**src/rtl/rie_pkg.sv**
```systemverilog
// Package for the SimpleRISC instruction executor: opcodes, sizes and reset constants.
// It depends on nothing else.
`timescale 1ns / 1ps
package rie_pkg;
    localparam int DMEM_WORDS_DEF = 1024;
    localparam int REG_COUNT_DEF  = 16;
    localparam logic [31:0] SP_RESET = 32'd3000;
    localparam logic [3:0] SP_REG = 4'd14;
    localparam logic [3:0] RA_REG = 4'd15;

    typedef enum logic [4:0] {
        OP_ADD = 5'd0, OP_SUB = 5'd1, OP_MUL = 5'd2, OP_DIV = 5'd3, OP_MOD = 5'd4,
        OP_CMP = 5'd5, OP_AND = 5'd6, OP_OR = 5'd7, OP_NOT = 5'd8, OP_MOV = 5'd9,
        OP_LSL = 5'd10, OP_LSR = 5'd11, OP_ASR = 5'd12, OP_NOP = 5'd13,
        OP_LD = 5'd14, OP_ST = 5'd15, OP_BEQ = 5'd16, OP_BGT = 5'd17, OP_B = 5'd18,
        OP_CALL = 5'd19, OP_RET = 5'd20
    } t_op;

    typedef enum logic [1:0] {
        MOD_DEF = 2'd0, MOD_U = 2'd1, MOD_H = 2'd2, MOD_X = 2'd3
    } t_mod;

    typedef struct packed {
        logic        start;
        logic [31:0] a;
        logic [31:0] b;
    } t_div_req;

    typedef struct packed {
        logic        done;
        logic [31:0] quo;
        logic [31:0] rem;
    } t_div_rsp;
endpackage

```
**src/rtl/rie_divider.sv**
```systemverilog
// Iterative signed divider for div and mod, one quotient bit per cycle.
// It depends on rie_pkg for the request and response structs.
`timescale 1ns / 1ps
module rie_divider (
    input  logic              i_clk,
    input  logic              i_rst_n,
    input  rie_pkg::t_div_req i_req,
    output rie_pkg::t_div_rsp o_rsp
);
    logic        r_busy;
    logic [5:0]  r_cnt;
    logic [31:0] r_quo;
    logic [32:0] r_rem;
    logic [31:0] r_den;
    logic        r_nq;
    logic        r_nr;
    logic        r_done;
    logic [32:0] w_shift;
    logic [32:0] w_diff;
    logic [31:0] w_ua;
    logic [31:0] w_ub;

    assign w_ua = i_req.a[31] ? (32'd0 - i_req.a) : i_req.a;
    assign w_ub = i_req.b[31] ? (32'd0 - i_req.b) : i_req.b;
    assign w_shift = {r_rem[31:0], r_quo[31]};
    assign w_diff = w_shift - {1'b0, r_den};

    always_ff @(posedge i_clk) begin
        if (!i_rst_n) begin
            r_busy <= 1'b0;
            r_done <= 1'b0;
            r_cnt <= '0;
        end else begin
            r_done <= 1'b0;
            if (i_req.start) begin
                r_busy <= 1'b1;
                r_cnt <= 6'd32;
                r_quo <= w_ua;
                r_rem <= '0;
                r_den <= w_ub;
                r_nq <= i_req.a[31] ^ i_req.b[31];
                r_nr <= i_req.a[31];
            end else if (r_busy) begin
                if (!w_diff[32]) begin
                    r_rem <= w_diff;
                    r_quo <= {r_quo[30:0], 1'b1};
                end else begin
                    r_rem <= w_shift;
                    r_quo <= {r_quo[30:0], 1'b0};
                end
                r_cnt <= r_cnt - 6'd1;
                if (r_cnt == 6'd1) begin
                    r_busy <= 1'b0;
                    r_done <= 1'b1;
                end
            end
        end
    end

    assign o_rsp.done = r_done;
    assign o_rsp.quo = r_nq ? (32'd0 - r_quo) : r_quo;
    assign o_rsp.rem = r_nr ? (32'd0 - r_rem[31:0]) : r_rem[31:0];
endmodule

```
**config.mk**
```make
export PLATFORM = sky130hd
export DESIGN_NAME = rie_divider
export DESIGN_NICKNAME = d
export VERILOG_FILES = /design/src/rtl/rie_pkg.sv /design/src/rtl/rie_divider.sv
export SDC_FILE = /design/constraint.sdc
export NUM_CORES = 1
export LEC_CHECK = 0
export BUFFER_PORTS_ARGS = -buffer_cell sky130_fd_sc_hd__buf_2
export CAP_MARGIN = 20
export CELL_PAD_IN_SITES_DETAIL_PLACEMENT = 0
export CELL_PAD_IN_SITES_GLOBAL_PLACEMENT = 2
export CORE_UTILIZATION = 29
export CTS_CLUSTER_SIZE = 40
export DETAILED_ROUTE_END_ITERATION = 8
export GPL_ROUTABILITY_DRIVEN = 0
export PLACE_DENSITY_LB_ADDON = 0.1
export REMOVE_ABC_BUFFERS = 1
export SYNTH_ARGS = -nofsm -noshare
export SYNTH_HDL_FRONTEND = slang
export SYNTH_SLANG_ARGS = --single-unit
export TNS_END_PERCENT = 50
```
**constraint.sdc**
```tcl
create_clock -name i_clk -period 3.82 [get_ports i_clk]
set_input_delay 0.764 -clock i_clk [delete_from_list [all_inputs] [get_ports i_clk]]
set_output_delay 0.764 -clock i_clk [all_outputs]
set_load 0.01 [all_outputs]
```
==> out/qor.csv <==
stage,metric,value,unit
status,outcome,"complete, but fails checks",
status,failing checks,negative setup slack,
timing,WHS,498,ps
floorplanning,Site Rows,62,
grt,first-pass GRT wire length,39.2,mm
floorplanning,Starting Density,29.5,%
timing,"Hold Vio Cnt, Final",0,
route,WL met1,12.1,mm
floorplanning,core area,28700,um^2
route,Routed wire per std cell,16.2,um
setup_path,"delay-heaviest family, CP",simple AND/OR/NAND/NOR gates,
power,Pleak,4.11,nW
power,clock share of power,24.1,%
synthesis,"EDFF count, synth",98,
synthesis,Mapped Avg Cell Area,8.87,um^2
route,antenna-violating nets left,0,
synthesis,"Seq/Total Area, Yosys",36.7,%
timing,Layout Skew,9.76,ps
synthesis,cell count after synthesis,953,
placed_design,DP Wirelength,19.1,mm
synthesis,"Primary FF master, synth",edfxtp_1,
route,final wirelength,24.5,mm
final_layout,final std cells w/o fill,1518,
synthesis,Synth warnings,0,
synthesis,count of different cell masters after synthesis,61,
power,power per cell area,376,nW/um^2
timing,crit path time final,3990,ps
final_layout,"Area growth, synth to finish",22.8,%
power,Logic pwr share,37.0,%
final_layout,Final nets,1229,
clock_network,H-tree depth,3,
timing,Final Slew Violations,0,
timing,actual slew at the worst max-slew pin,949,ps
synthesis,Synth top area share,34.8,%
grt,largest net degree at the start of global routing,67,
power,worst vdd ir,0.000150,V
synthesis,synth top area cells,"edfxtp_1 (35%), xnor2_1 (10%), ha_1 (5.6%)",
clock_network,Hold Buf Count CTS,0,
setup_path,max incr delay on CP,540,ps
floorplanning,I/O Pins,132,
setup_path,worst setup path class,flop to output pin,
min_path,Hold/Removal Path Class,flop to flop,
clock_network,clock root cell,clkbuf_16,
setup_path,Setup crit start kind,flop,
setup_path,CP cell instances,"or4_4, or2_4, or4_4, or3_4, or2_4, buf_4, o31ai_4, xnor2_1, buf_2",
clock_network,clock buffer count from CTS,9,
grt,overall routing resource usage,16.5,%
placed_design,placed cell count,1493,
final_layout,final core utilization,36.2,%
synthesis,Post-Syn Area,8450,um^2
synthesis,Seq cells post-synth,106,
timing,fin worst setup slack,-168,ps
power,Power Internal,0.00251,W
floorplanning,Die X,173,um
floorplanning,die height,173,um
timing,RSZ-0062 raised after global routing,yes,
route,met2 wire length,11.2,mm
route,DRC viols,0,
setup_path,Critical Path RT,3060,ps
job,max cap viols,0,
clock_network,clk_lat worst skew,350,ps
route,highest routed layer,met5,
power,Psw,0.00140,W
setup_path,Critical path buffers and inverters,2,
timing,Setup-failing EPs final,6,
timing,max frequency,251,MHz
final_layout,"commonest non-fill, non-tap cell in the layout",buf_2,
power,sequential share of power,38.9,%
clock_network,Max Buffers Root-to-Sink,2,
setup_path,critical path capture point type,output pin,
grt,total gr overflow,0,
timing,worst rel slew slack,36.7,%
grt,vias in the first global route,7222,
timing,Final period util,104,%
setup_path,CP Max Fanout,4,
clock_network,CTS sink count,106,
clock_network,clock-pin slew on the worst setup and hold paths,80,ps
synthesis,post-synthesis async set-or-reset flop share,0,%
route,via/cell ratio,4.83,
setup_path,"Slowest-stage cell, CP",or4_4,
route,met3 WL,918,um
final_layout,share of cells above drive strength 1,22.3,%
power,switching share of total power,35.7,%
setup_path,crit path DAT,3220,ps
route,via count,7336,
final_layout,most frequent cells in the layout,"buf_2 (131), nand2_1 (101), edfxtp_1 (98)",
route,Pre-antenna DRT Iters,4,
placed_design,PortBufs,131,
clock_network,TritonCTS clock tree,yes,
route,DR iter-0 viols,390,
grt,initial antenna violation count,10,
floorplanning,Die Area,29800,um^2
synthesis,Synth area leader,edfxtp_1,
[kinds of logic after synthesis]
family,Yosys count,share of synthesized area [%]
adders and majority gates,39,5.86
AOI/OAI and AO/OA,250,18.8
buffers and inverters,89,4.10
xor gates and xnor gates,144,14.9
muxes,11,1.32
DFF,106,36.7
and+or+nand+nor,314,18.3
[synthesized netlist by cell type (4+ instances only)]
| library cell | count |
|---|---|
| a211oi_1 | 5 |
| a21boi_0 | 6 |
| a21o_1 | 17 |
| a21oi_1 | 78 |
| a31oi_1 | 6 |
| and3_1 | 7 |
| clkbuf_1 | 34 |
| dfxtp_1 | 8 |
| edfxtp_1 | 98 |
| ha_1 | 38 |
| inv_1 | 49 |
| mux2i_1 | 10 |
| nand2_1 | 102 |
| nand2b_1 | 15 |
| nand3_1 | 22 |
| nand4_1 | 9 |
| nor2_1 | 74 |
| nor2b_1 | 4 |
| nor3_1 | 17 |
| nor4_1 | 9 |
| o211ai_1 | 7 |
| o21ai_0 | 59 |
| o31ai_1 | 29 |
| o41ai_1 | 19 |
| or2_2 | 7 |
| or3_1 | 12 |
| or4_1 | 21 |
| xnor2_1 | 97 |
| xor2_1 | 47 |
[power groups by stage]
stage / Combinational (W) / Clock, W / Sequential (W)
3_5_place_dp: 0.00144 / 0 / 0.00154
5_1_grt: 0.00161 / 0.00102 / 0.00154
2_1_floorplan: 0.000903 / 0 / 0.00152
3_3_place_gp: 0.00145 / 0 / 0.00154
4_1_cts: 0.00146 / 0.000991 / 0.00152
6_report: 0.00144 / 0.000942 / 0.00152
[per-stage QoR]
step	worst slack [ps]	power (W)	area, um^2	setup TNS (ps)
after floorplan	-234	0.00242	8290	-4160
after global placement	-183	0.00300	9940	-506
after detailed placement	-194	0.00299	9940	-551
after CTS	-174	0.00397	10300	-686
after global routing	-268	0.00417	10400	-1370
final	-168	0.00390	10400	-588
[repair_timing]
item / 4_1_cts / 5_1_grt
pin swaps: 6 / 3
cloned: 0 / 0
setup endpoints to repair: 14 / 19
gates resized for setup: 16 / 11
setup buffers: 1 / 2
[path summary, 6_finish.rpt]
| path | end | cells after the start | slack, ps | start |
|---|---|---|---|---|
| max | o_rsp[56] | 9 | -170 | r_quo[3] |
| min | r_cnt[0] | 2 | 500 | r_cnt[0] |
| min reg2reg | r_cnt[0] | 2 | 500 | r_cnt[0] |
| max reg2reg | r_rem[14] | 12 | 310 | r_rem[18] |
[layer usage]
metal | global-route usage (%) | up-vias
met3 | 2.59 | 21
met1 | 22.6 | 3355
met5 | 0 | -
met4 | 4.06 | 6
li1 | - | 3827
met2 | 27.2 | 127
[layout make-up]
| type | instances | area, um^2 |
|---|---|---|
| flip-flops and latches | 106 | 3100 |
| fillers | 3050 | 18300 |
| repair buffers | 199 | 1190 |
| diodes | 6 | 15.0 |
| inverters | 49 | 184 |
| multi-input cells | 758 | 5120 |
| clock buffers | 10 | 239 |
| clock inverters | 6 | 46.3 |
| well taps | 384 | 480 |
[state kept, by name, indices dropped and copies added, names as in the netlist]
name	cells
r_den	32
r_quo	32
r_cnt	6
r_done	1
r_nr	1
r_nq	1
r_rem	32
r_busy	1
[worst reg2reg max path, stage by stage (launching register included)]
cell and delay [ps]:
edfxtp_1 400, ha_1 430, and3_1 240, a2111oi_0 430, buf_4 200, o31a_1 150, o21ai_0 150, a311o_1 380
buf_4 170, nor2_2 100, buf_4 320, mux2i_1 240, nor2_1 50
Power figures use the tool's default switching activity.
